`config.mk`:
```
export PLATFORM = sky130hd
export DESIGN_NAME = prz_front
export DESIGN_NICKNAME = d
export VERILOG_FILES = /design/src/rtl/prz_pkg.sv /design/src/rtl/prz_front.sv
export SDC_FILE = /design/constraint.sdc
export NUM_CORES = 1
export LEC_CHECK = 0
export ABC_AREA = 1
export BUFFER_PORTS_ARGS = -buffer_cell sky130_fd_sc_hd__buf_2
export CORE_UTILIZATION = 52
export CTS_BUF_LIST = sky130_fd_sc_hd__clkbuf_16
export CTS_CLUSTER_SIZE = 30
export DETAILED_ROUTE_END_ITERATION = 12
export PLACE_DENSITY_LB_ADDON = 0.15
export SLEW_MARGIN = 20
export SYNTH_ARGS = -nofsm -noshare
export SYNTH_HDL_FRONTEND = slang
export SYNTH_SLANG_ARGS = --single-unit
```
`constraint.sdc`:
```
create_clock -name i_clk -period 6.5 [get_ports i_clk]
set_clock_uncertainty 0.05 [all_clocks]
set_input_delay 0.325 -clock i_clk [delete_from_list [all_inputs] [get_ports i_clk]]
set_output_delay 0.325 -clock i_clk [all_outputs]
set_load 0.03 [all_outputs]
```
`src/rtl/prz_pkg.sv`:
```
// Shared types, register codes and fixed-point constants of the point renderer.
package prz_pkg;

    localparam int SCREEN_COLS_DEF = 80;
    localparam int SCREEN_ROWS_DEF = 24;

    localparam int CFG_IDX_W = 3;
    localparam logic [CFG_IDX_W-1:0] CFG_COS_A = 3'd0;
    localparam logic [CFG_IDX_W-1:0] CFG_SIN_A = 3'd1;
    localparam logic [CFG_IDX_W-1:0] CFG_COS_B = 3'd2;
    localparam logic [CFG_IDX_W-1:0] CFG_SIN_B = 3'd3;
    localparam logic [CFG_IDX_W-1:0] CFG_CAM   = 3'd4;
    localparam logic [CFG_IDX_W-1:0] CFG_SCALE = 3'd5;

    localparam logic signed [15:0] TRIG_ONE    = 16'sd16384;
    localparam logic signed [15:0] TRIG_ZERO   = 16'sd0;
    localparam logic [15:0]        CAM_RESET   = 16'd22528;
    localparam logic [7:0]         SCALE_RESET = 8'd38;

    localparam logic signed [20:0] NEAR_Q12 = 21'sd410;

    localparam logic signed [17:0] LIGHT_X      = 18'sd6688;
    localparam logic signed [17:0] LIGHT_Y      = 18'sd13378;
    localparam logic signed [17:0] LIGHT_Z      = -18'sd6688;
    localparam logic signed [17:0] HALF_X       = 18'sd3985;
    localparam logic signed [17:0] HALF_Y       = 18'sd7971;
    localparam logic signed [17:0] HALF_Z       = -18'sd13748;
    localparam logic signed [17:0] AMBIENT_Q14  = 18'sd1311;
    localparam logic signed [17:0] DIFFUSE_Q14  = 18'sd10158;
    localparam logic signed [17:0] SPECULAR_Q14 = 18'sd4915;
    localparam logic signed [17:0] SHADE_STEPS  = 18'sd11;
    localparam logic [14:0]        ONE_Q14      = 15'd16384;
    localparam logic [3:0]         SHADE_MAX    = 4'd11;

    typedef enum logic [1:0] {
        OP_CLEAR = 2'd0,
        OP_POINT = 2'd1,
        OP_READ  = 2'd2,
        OP_NOP   = 2'd3
    } t_op;

    typedef struct packed {
        logic [1:0]         kind;
        logic signed [15:0] pos_x;
        logic signed [15:0] pos_y;
        logic signed [15:0] pos_z;
        logic signed [15:0] norm_x;
        logic signed [15:0] norm_y;
        logic signed [15:0] norm_z;
        logic               inner;
        logic [10:0]        cell_index;
    } t_in;

    typedef struct packed {
        logic       drawn;
        logic       cell_filled;
        logic [3:0] shade_level;
        logic       inner_color;
    } t_out;

    typedef struct packed {
        t_op                op;
        logic signed [15:0] pos_x;
        logic signed [15:0] pos_y;
        logic signed [15:0] pos_z;
        logic signed [15:0] norm_x;
        logic signed [15:0] norm_y;
        logic signed [15:0] norm_z;
        logic               inner;
        logic [10:0]        cell_index;
        logic               idx_ok;
    } t_q_item;

    typedef struct packed {
        logic init_busy;
        logic pop;
    } t_back_stat;

    typedef struct packed {
        logic        filled;
        logic [15:0] depth;
        logic [3:0]  shade;
        logic        colour;
    } t_cell;

    localparam int CELL_W = $bits(t_cell);

endpackage

```
`src/rtl/prz_front.sv`:
```
// Request intake: decode the kind, check the read index and queue up to two requests.
module prz_front #(
    parameter int SCREEN_COLS = prz_pkg::SCREEN_COLS_DEF,
    parameter int SCREEN_ROWS = prz_pkg::SCREEN_ROWS_DEF
) (
    input  logic                i_clk,
    input  logic                i_rst_n,
    input  logic                i_in_valid,
    output logic                o_in_ready,
    input  prz_pkg::t_in        i_in_data,
    input  prz_pkg::t_back_stat i_stat,
    output logic                o_q_valid,
    output prz_pkg::t_q_item    o_q_item
);
    import prz_pkg::*;

    localparam int CELLS = SCREEN_COLS * SCREEN_ROWS;

    t_q_item    r_q [2];
    logic       r_wp;
    logic       r_rp;
    logic [1:0] r_cnt;
    t_q_item    item;
    logic       push;
    logic       pop;

    always_comb begin
        item.op         = t_op'(i_in_data.kind);
        item.pos_x      = i_in_data.pos_x;
        item.pos_y      = i_in_data.pos_y;
        item.pos_z      = i_in_data.pos_z;
        item.norm_x     = i_in_data.norm_x;
        item.norm_y     = i_in_data.norm_y;
        item.norm_z     = i_in_data.norm_z;
        item.inner      = i_in_data.inner;
        item.cell_index = i_in_data.cell_index;
        item.idx_ok     = {21'd0, i_in_data.cell_index} < 32'(CELLS);
    end

    // hold off while the queue is full or the cell store is swept after reset
    assign o_in_ready = (r_cnt != 2'd2) && !i_stat.init_busy;
    assign push       = i_in_valid && o_in_ready;
    assign pop        = i_stat.pop;
    assign o_q_valid  = r_cnt != 2'd0;
    assign o_q_item   = r_q[r_rp];

    always_ff @(posedge i_clk) begin
        if (!i_rst_n) begin
            r_wp  <= 1'b0;
            r_rp  <= 1'b0;
            r_cnt <= 2'd0;
        end else begin
            if (push) begin
                r_q[r_wp] <= item;
                r_wp      <= ~r_wp;
            end
            if (pop) begin
                r_rp <= ~r_rp;
            end
            unique case ({push, pop})
                2'b10:   r_cnt <= r_cnt + 2'd1;
                2'b01:   r_cnt <= r_cnt - 2'd1;
                default: r_cnt <= r_cnt;
            endcase
        end
    end
endmodule

```
==> metrics.md, run 1 <==
| Metric | Value |
|---|---|
| Setup TNS | `0 ns` |
| Final Hold Viols | `0` |
| Worst-path fanout max | `62` |
| N_diodes | `0` |
| Commonest non-fill, non-tap cell in the layout | `buf_2` |
| Hold wc startpoint | `i_rst_n` |
| Slew at the pin closest to its max-slew limit | `0.876 ns` |
| Worst R2R Path Depth | `5` |
| Global-route wire length before repair | `25,600 um` |
| CP max-delay cell | `dfxtp_4` |
| Fin crit share | `0.475` |
| Power Density | `285 nW/um^2` |
| Synth cell types | `16` |
| Peak supply drop | `255 uV` |
| Clk buf depth | `3` |
| Routed vias/inst | `4.94` |
| Psw | `751 uW` |
| Clock share of power | `0.366` |
| Critical path cell sequence | `buf_4 -> mux2_2 -> buf_2` |
| Io pins | `228` |
| Non-filler cells, final | `962` |
| Post-Route WL | `16,800 um` |
| CTS H-Tree Depth | `1` |
| Synth warnings | `0` |
| CTS sink count | `227` |
| # Post-CTS Setup Buffers | `0` |
| Hold Path Sink | `r_cnt[1]$_SDFFE_PN0P_` |
| Max-slew violations | `0` |
| Vias in the first global route | `5,102` |
| CP startpoint kind | `flip-flop` |
| Min-Delay Path Class | `primary input to flip-flop` |
| Worst Path Arrival | `2.71 ns` |
| Period minus WS final | `3.09 ns` |
| CTS clk-pin slew, worst paths | `0.06 ns` |
| Row cnt | `45` |
| Routability cong. | `0.788` |
| Largest net degree at the start of global routing | `65` |
| # fillers | `959` |
| Die Wd | `128 um` |
| Synth Cell Area | `8290 um^2` |
| Hold path depth | `3` |
| CP Capture Type | `output pin` |
| #FFs+latches synth | `227` |
| Worst reg2reg endpoint | `r_q[0][42]$_DFFE_PP_` |
| Die area | `16,400 um^2` |
| Int Pwr | `2500 uW` |
| GRT Util Overall | `0.207` |
| Most frequent cells in the layout | `227 x buf_2, 222 x edfxtp_1, 111 x mux2_2` |
| Top cell family by delay on the critical path | `buffers and inverters` |
| Final net count | `851` |
| First DRT Iteration DRCs | `305` |
| Sequential element share of the synthesized area | `0.817` |
| Place WS | `3.89 ns` |
| Clock buffer count from CTS | `23` |
| CP required | `6.12 ns` |
| Synth Net Count | `497` |
| Max cap viols | `0` |
| Vert. Die Dim | `128 um` |
| Switching part of the total | `0.231` |
| Cells after Synth | `381` |
| CP max stage delay | `0.77 ns` |
| Floorplan Core Area | `15,400 um^2` |
| RR Startpoint | `r_cnt[0]$_SDFFE_PN0P_` |
| Drt drc | `0` |
| Root Buffer | `clkbuf_16` |
| Clk_lat worst skew | `0.49 ns` |
| Grt ovf | `0` |
| Fraction of layout cells with a size suffix above 1 | `0.503` |
| Placed Cells | `811` |
| Initial antenna violation count | `0` |
| Final WS setup | `3.41 ns` |
| P&R area growth vs syn | `37.5%` |
| Syn_area_per_cell | `21.7 um^2` |
| Initial Utilization | `0.539` |
| Worst relative slew slack | `0.416` |
| Wire per inst | `17.4 um` |
| Antenna-violating nets left | `0` |
| Gate power share | `0.120` |
| HPWL after detailed placement | `9740 um` |
| Drt pass-1 iters | `4` |
| PortBufs | `227` |
| CTS tree | `yes` |
| Final setup viols | `0` |
| Sequential share of power | `0.514` |
| Via count | `4,755` |
| Cell leakage power | `0.00429 uW` |
| Outcome | `completed` |
| Final core occ | `0.741` |
| WS Path Type | `flip-flop to output pin` |
| Critical path buffers and inverters | `2` |
| Unrepaired setup endpoints after global routing | `false` |
| Highest clock rate | `324 MHz` |
| FF-to-FF setup slack | `3.92 ns` |
## layout make-up
cell class	count	area [um^2]	area share
flip-flops and latches	227	6770	0.594
repair buffers	341	2270	0.199
multi-input cells	137	1390	0.122
clock buffers	23	576	0.0505
well taps	211	264	0.0232
clock inverters	18	108	0.00945
inverters	5	21.3	0.00187
## worst register-to-register path: cells and delay by family (launching register included)
kind	cells	cell delay, ns
buffers and inverters	3	1.41
DFF	1	0.37
and+or+nand+nor	1	0.16
AOI/OAI and AO/OA	1	0.17
## how the worst max path moves through the flow
stage | startpoint | cells after the start | to
after CTS | flip-flop | 3 | o_q_item[97]
after floorplan | r_cnt[0]$_SDFFE_PN0P_ | 4 | r_q[1][0]$_DFFE_PP_
final | flip-flop | 3 | o_q_item[5]
after global placement | flip-flop | 3 | o_q_item[97]
after global routing | flip-flop | 3 | o_q_item[93]
after detailed placement | flip-flop | 3 | o_q_item[97]
## power groups by stage
stage	combinational [uW]	clock, uW	sequential, uW
finish	391	1190	1670
global route	415	1270	1670
CTS	391	1210	1670
detailed placement	337	0	1700
global placement	333	0	1700
floorplan	244	0	1690
## synthesized netlist by cell type
cell type / n / share of area
nand4_1: 2 / 0.0015
a21oi_1: 2 / 0.0012
edfxtp_1: 222 / 0.80
ha_1: 1 / 0.0015
nand3_1: 2 / 0.0012
nand3b_1: 1 / 0.00091
buf_6: 10 / 0.014
nor2_1: 8 / 0.0036
or2_2: 1 / 0.00076
nand2_1: 7 / 0.0032
dfxtp_1: 5 / 0.012
mux2_2: 111 / 0.15
o21ai_0: 1 / 0.00060
buf_2: 2 / 0.0012
inv_1: 5 / 0.0023
xnor2_1: 1 / 0.0011
## stage by stage
step                power [uW]  hold slack, ns  area (um^2)
CTS                       3270          0.0391        11400
global route              3360          0.0489        11400
detailed placement        2040           0.434         9610
floorplan                 1930           0.374         8290
global placement          2030           0.426         9610
finish                    3250          0.0579        11400
## kinds of logic after synthesis
kind of cell | after synthesis | share of synthesized area
buf+inv | 17 | 0.0171
fa+ha+maj | 1 | 0.00151
xor+xnor | 1 | 0.00106
compound gates | 3 | 0.00181
flops | 227 | 0.817
mux | 111 | 0.151
simple gates | 21 | 0.0112
## sequential cells by signal, indices dropped and copies added (netlist names), named ones only
| signal | count |
|---|---|
| r_cnt | 2 |
| r_rp | 1 |
| r_wp | 1 |
| r_q | 222 |
## per-layer routing
metal	GRT usage	up-vias	wire (um)
met5	0	-	0
met4	0.0478	0	223
met3	0.0643	18	1250
met2	0.392	180	9150
met1	0.223	2348	6140
li1	-	2209	-
## repair_timing
item | CTS | global route
hold endpoints to repair | 220 | 0
gates resized for setup | 0 | 0
setup endpoints to repair | 0 | 0
hold buffers | 110 | 0
Note: power is estimated with default switching activity, not from simulation.
==> inputs of run 2 (changes only) <==
Settings changed: CORE_UTILIZATION 52 to 47.
Clock period 6.5 ns to 2.7 ns, I/O delays scaled along.
==> metrics.md, run 2 (synthesis results as in run 1) <==
| Metric | Value |
|---|---|
| PortBufs | `227` |
| CTS sink count | `227` |
| CP Capture Type | `output pin` |
| Worst-path fanout max | `42` |
| Most frequent cells in the layout | `227 x buf_2, 222 x edfxtp_1, 114 x dlygate4sd3_1` |
| Io pins | `228` |
| Hold path depth | `4` |
| Fraction of layout cells with a size suffix above 1 | `0.502` |
| Peak supply drop | `550 uV` |
| Outcome | `completed` |
| Final setup viols | `0` |
| Via count | `4,735` |
| Initial antenna violation count | `1` |
| Top cell family by delay on the critical path | `flip-flops` |
| FF-to-FF setup slack | `0.83 ns` |
| Vert. Die Dim | `135 um` |
| Drt pass-1 iters | `4` |
| Antenna-violating nets left | `0` |
| HPWL after detailed placement | `9930 um` |
| Global-route wire length before repair | `24,900 um` |
| Wire per inst | `16.8 um` |
| Cell leakage power | `0.00432 uW` |
| WS Path Type | `flip-flop to output pin` |
| First DRT Iteration DRCs | `198` |
| Grt ovf | `0` |
| Clk buf depth | `3` |
| Tot Pwr | `7790 uW` |
| Root Buffer | `clkbuf_16` |
| Worst relative slew slack | `0.580` |
| Highest clock rate | `430 MHz` |
| Fin crit share | `0.862` |
| Hold slack final | `0.0909 ns` |
| CTS clk-pin slew, worst paths | `0.06 ns` |
| Die area | `18,200 um^2` |
| Max reg flops | `222` |
| Top Registers | `r_q: 222 flops, r_cnt: 2 flops` |
| Vias in the first global route | `5,044` |
| CP startpoint kind | `flip-flop` |
| Post-Route WL | `16,500 um` |
| Routed vias/inst | `4.81` |
| GRT Util Overall | `0.178` |
| CTS tree | `yes` |
| Clk_lat worst skew | `0.49 ns` |
| Die Wd | `135 um` |
| CP max stage delay | `0.76 ns` |
| CTS H-Tree Depth | `1` |
| Largest net degree at the start of global routing | `57` |
| Slew at the pin closest to its max-slew limit | `0.631 ns` |
| Levels on crit path | `3` |
| Largest register by flop count | `r_q` |
| Min-Delay Path Class | `primary input to flip-flop` |
| Clock buffer count from CTS | `23` |
| Critical path buffers and inverters | `2` |
| Final Hold Viols | `0` |
| Power Density | `675 nW/um^2` |
| Setup TNS | `0 ns` |
| CP max-delay cell | `dfxtp_4` |
| Final core occ | `0.670` |
| Row cnt | `48` |
| P&R area growth vs syn | `39.4%` |
| Routability cong. | `0.762` |
| Unrepaired setup endpoints after global routing | `false` |
| Place WS | `0.828 ns` |
| Critical path cell sequence | `buf_4 -> mux2_2 -> buf_2` |
| Final WS setup | `0.374 ns` |
| Period minus WS final | `2.33 ns` |
| Commonest non-fill, non-tap cell in the layout | `buf_2` |
| Initial Utilization | `0.481` |
| Final net count | `860` |
| Floorplan Core Area | `17,200 um^2` |
| CTS resizes | `0` |
| CP required | `2.52 ns` |
| Max cap viols | `0` |
| Drt drc | `0` |
| Worst Path Arrival | `2.14 ns` |
| Worst R2R Path Depth | `5` |
| Max-slew violations | `0` |
run 2: cell types whose count changed in the layout (fill, tap and decap cells not counted), moves of 2 or more:
| cell | previous run | this run |
|---|---|---|
| buf_12 | 0 | 5 |
| clkinv_1 | 3 | 9 |
| clkinv_2 | 7 | 2 |
| dlygate4sd3_1 | 110 | 114 |
| inv_1 | 10 | 8 |
run 2: stage by stage:
step / instance area, um^2 / std cells
floorplan: 8310 / 381
global placement: 9740 / 830
detailed placement: 9740 / 830
CTS: 11500 / 984
global route: 11500 / 985
finish: 11500 / 985
run 2: layout make-up:
class                           instances  area (um^2)
Tap cell                              225          282
Multi-Input combinational cell        137         1400
Clock buffer                           23          576
Timing Repair Buffer                  350         2410
Fill cell                            1224         5690
Clock inverter                         17         92.6
Sequential cell                       227         6770
Inverter                                5         22.5
Antenna cell                            1         2.50
run 2: metal layers:
| layer | GRT usage | vias to the layer above | share of wire |
|---|---|---|---|
| met4 | 0.0587 | 0 | 0.021 |
| met2 | 0.322 | 165 | 0.51 |
| li1 | - | 2226 | - |
| met3 | 0.0435 | 31 | 0.070 |
| met5 | 0 | - | 0 |
| met1 | 0.208 | 2313 | 0.40 |
run 2: path summary, 6_finish.rpt:
kind	start	end
worst max register to register	r_cnt[0]$_SDFFE_PN0P_	r_q[0][5]$_DFFE_PP_
worst max-delay path	flip-flop	o_q_item[9]
worst min register to register	r_wp$_SDFFE_PN0P_	r_wp$_SDFFE_PN0P_
worst min-delay path	i_stat[1]	r_wp$_SDFFE_PN0P_
run 2: timing repair:
item	CTS	global route
endpoints found under the setup margin	0	0
endpoints found under the hold margin	227	0
setup buffers	0	0
hold buffers	114	0
run 2: power breakdown:
| group | switching, uW | total, uW | internal, uW | leakage, uW |
|---|---|---|---|---|
| sequential | 50.5 | 4020 | 3970 | 0.00206 |
| combinational | 542 | 971 | 428 | 0.00192 |
| clock | 1180 | 2800 | 1620 | 0.000346 |
run 2: worst reg2reg max path: stages, from the launching register on:
cell and delay, ns:
dfxtp_2 0.36, inv_2 0.07, a21oi_2 0.16, nand3_2 0.11, clkinvlp_4 0.40, buf_12 0.37
==> inputs of run 3 (changes only) <==
Settings changed: PLACE_DENSITY set to 0.76, PLACE_DENSITY_LB_ADDON 0.15 to unset.
==> metrics.md, run 3 (synthesis results as in run 1) <==
| Metric | Value |
|---|---|
| Routability cong. | `0.772` |
| Max cap viols | `0` |
| Cell leakage power | `0.00434 uW` |
| Row cnt | `48` |
| Hold Path Sink | `r_cnt[0]$_SDFFE_PN0P_` |
| Register Area | `6770 um^2` |
| Root Buffer | `clkbuf_16` |
| Post-Route WL | `16,800 um` |
| Largest register by flop count | `r_q` |
| Worst relative slew slack | `0.509` |
| CTS sink count | `227` |
| Switching part of the total | `0.225` |
| Hold slack final | `0.181 ns` |
| Worst reg2reg endpoint | `r_q[0][73]$_DFFE_PP_` |
| Slew at the pin closest to its max-slew limit | `0.737 ns` |
| First DRT Iteration DRCs | `193` |
| CTS tree | `yes` |
| Min-Delay Path Class | `primary input to flip-flop` |
| Worst-path fanout max | `111` |
| Initial Utilization | `0.481` |
| DR top layer | `met4` |
| Worst Path Arrival | `1.97 ns` |
| CP Capture Type | `output pin` |
| Die area | `18,200 um^2` |
| Final net count | `855` |
| RR Startpoint | `r_cnt[0]$_SDFFE_PN0P_` |
| Placed Cells | `825` |
| Critical path cell sequence | `buf_12 -> mux2_2 -> buf_2` |
| Unrepaired setup endpoints after global routing | `false` |
| # Post-CTS Setup Buffers | `0` |
| Met3 WL | `1350 um` |
| Multi-input combinational cell area | `1400 um^2` |
| CTS H-Tree Depth | `1` |
| PortBufs | `227` |
| Floorplan Core Area | `17,200 um^2` |
| Int Pwr | `6340 uW` |
| Drt pass-1 iters | `4` |
| Hold path depth | `4` |
| CTS resizes | `0` |
| Clk buf depth | `3` |
| Clock share of power | `0.391` |
| Power Density | `705 nW/um^2` |
| Fin crit share | `0.800` |
| Drt drc | `0` |
| Global-route wire length before repair | `25,600 um` |
| Max-slew violations | `0` |
| Clk_lat worst skew | `0.50 ns` |
| Non-filler cells, final | `983` |
| Die Wd | `135 um` |
| CP startpoint kind | `flip-flop` |
| Final setup viols | `0` |
| CP required | `2.52 ns` |
| Largest net degree at the start of global routing | `112` |
| FF-to-FF setup slack | `0.85 ns` |
| Place WS | `0.973 ns` |
| Sequential share of power | `0.488` |
| Initial antenna violation count | `0` |
| Via count | `4,814` |
| Final WS setup | `0.541 ns` |
| Peak supply drop | `604 uV` |
| Final Hold Viols | `0` |
| Wire per inst | `17.1 um` |
| Period minus WS final | `2.16 ns` |
| CP max-delay cell | `buf_12` |
| Most frequent cells in the layout | `227 x buf_2, 222 x edfxtp_1, 113 x dlygate4sd3_1` |
| CTS clk-pin slew, worst paths | `0.06 ns` |
| CP max stage delay | `0.48 ns` |
| Final core occ | `0.672` |
| Max reg flops | `222` |
| Post-Route M1 WL | `6180 um` |
| Metal2 WL | `8790 um` |
| Worst R2R Path Depth | `5` |
| Grt ovf | `0` |
| Top Registers | `r_q: 222 flops, r_cnt: 2 flops` |
| Hold wc startpoint | `i_in_valid` |
| Clock buffer count from CTS | `24` |
| WS Path Type | `flip-flop to output pin` |
| Finished Cell Area | `11,600 um^2` |
| Vias in the first global route | `5,274` |
| Io pins | `228` |
| Outcome | `completed` |
| Gate power share | `0.121` |
| HPWL after detailed placement | `9220 um` |
| Psw | `1840 uW` |
| Antenna-violating nets left | `0` |
| Cell Area, Placed | `9670 um^2` |
| GRT Util Overall | `0.183` |
| Vert. Die Dim | `135 um` |
| # fillers | `1,122` |
| Routed vias/inst | `4.90` |
| Highest clock rate | `463 MHz` |
| Fraction of layout cells with a size suffix above 1 | `0.505` |
| P&R area growth vs syn | `39.9%` |
| Commonest non-fill, non-tap cell in the layout | `buf_2` |
## run 3: power by group through the flow
stage / Combinational, uW / Sequential, uW / Clock [uW]
after floorplan: 591 / 4060 / 0
after global placement: 828 / 4060 / 0
after detailed placement: 850 / 4070 / 0
after CTS: 985 / 3990 / 3250
after global routing: 1040 / 4000 / 3370
final: 986 / 3990 / 3200
## run 3: stage by stage
stage	setup TNS (ns)	total power [uW]
after global placement	0	4890
after floorplan	-5.89	4650
after global routing	0	8420
final	0	8180
after detailed placement	0	4920
after CTS	0	8230
## run 3: routing by layer
| layer | up-vias | track usage |
|---|---|---|
| met3 | 43 | 0.0593 |
| met5 | - | 0 |
| li1 | 2239 | - |
| met1 | 2346 | 0.195 |
| met4 | 0 | 0.0637 |
| met2 | 186 | 0.339 |
## run 3: worst max-delay path, delay by kind of cell (launching register included)
kind / cells / cell delay, ns
buffers and inverters: 2 / 0.66
DFF: 1 / 0.35
muxes: 1 / 0.41
## run 3: final cells by class
type	count	area share
inverter	5	0.00194
timing repair buffer	344	0.201
clock inverter	19	0.0136
antenna	1	0.000216
clock buffer	25	0.0540
tap	225	0.0243
multi-input combinational	137	0.120
sequential	227	0.584
## run 3: timing repair
| action | CTS | global route |
|---|---|---|
| setup endpoints to repair | 0 | 0 |
| endpoints found under the hold margin | 227 | 0 |
| hold buffers | 113 | 0 |
## run 3: how the worst max path moves through the flow
stage,from,endpoint,slack [ns],cells after the start
finish,flip-flop,o_q_item[54],0.54,3
global route,flip-flop,o_q_item[30],0.46,3
floorplan,r_cnt[0]$_SDFFE_PN0P_,r_q[1][0]$_DFFE_PP_,-0.05,4
CTS,flip-flop,o_q_item[30],0.51,3
detailed placement,r_cnt[0]$_SDFFE_PN0P_,r_q[0][23]$_DFFE_PP_,0.97,5
global placement,r_cnt[0]$_SDFFE_PN0P_,r_q[0][18]$_DFFE_PP_,1.04,5
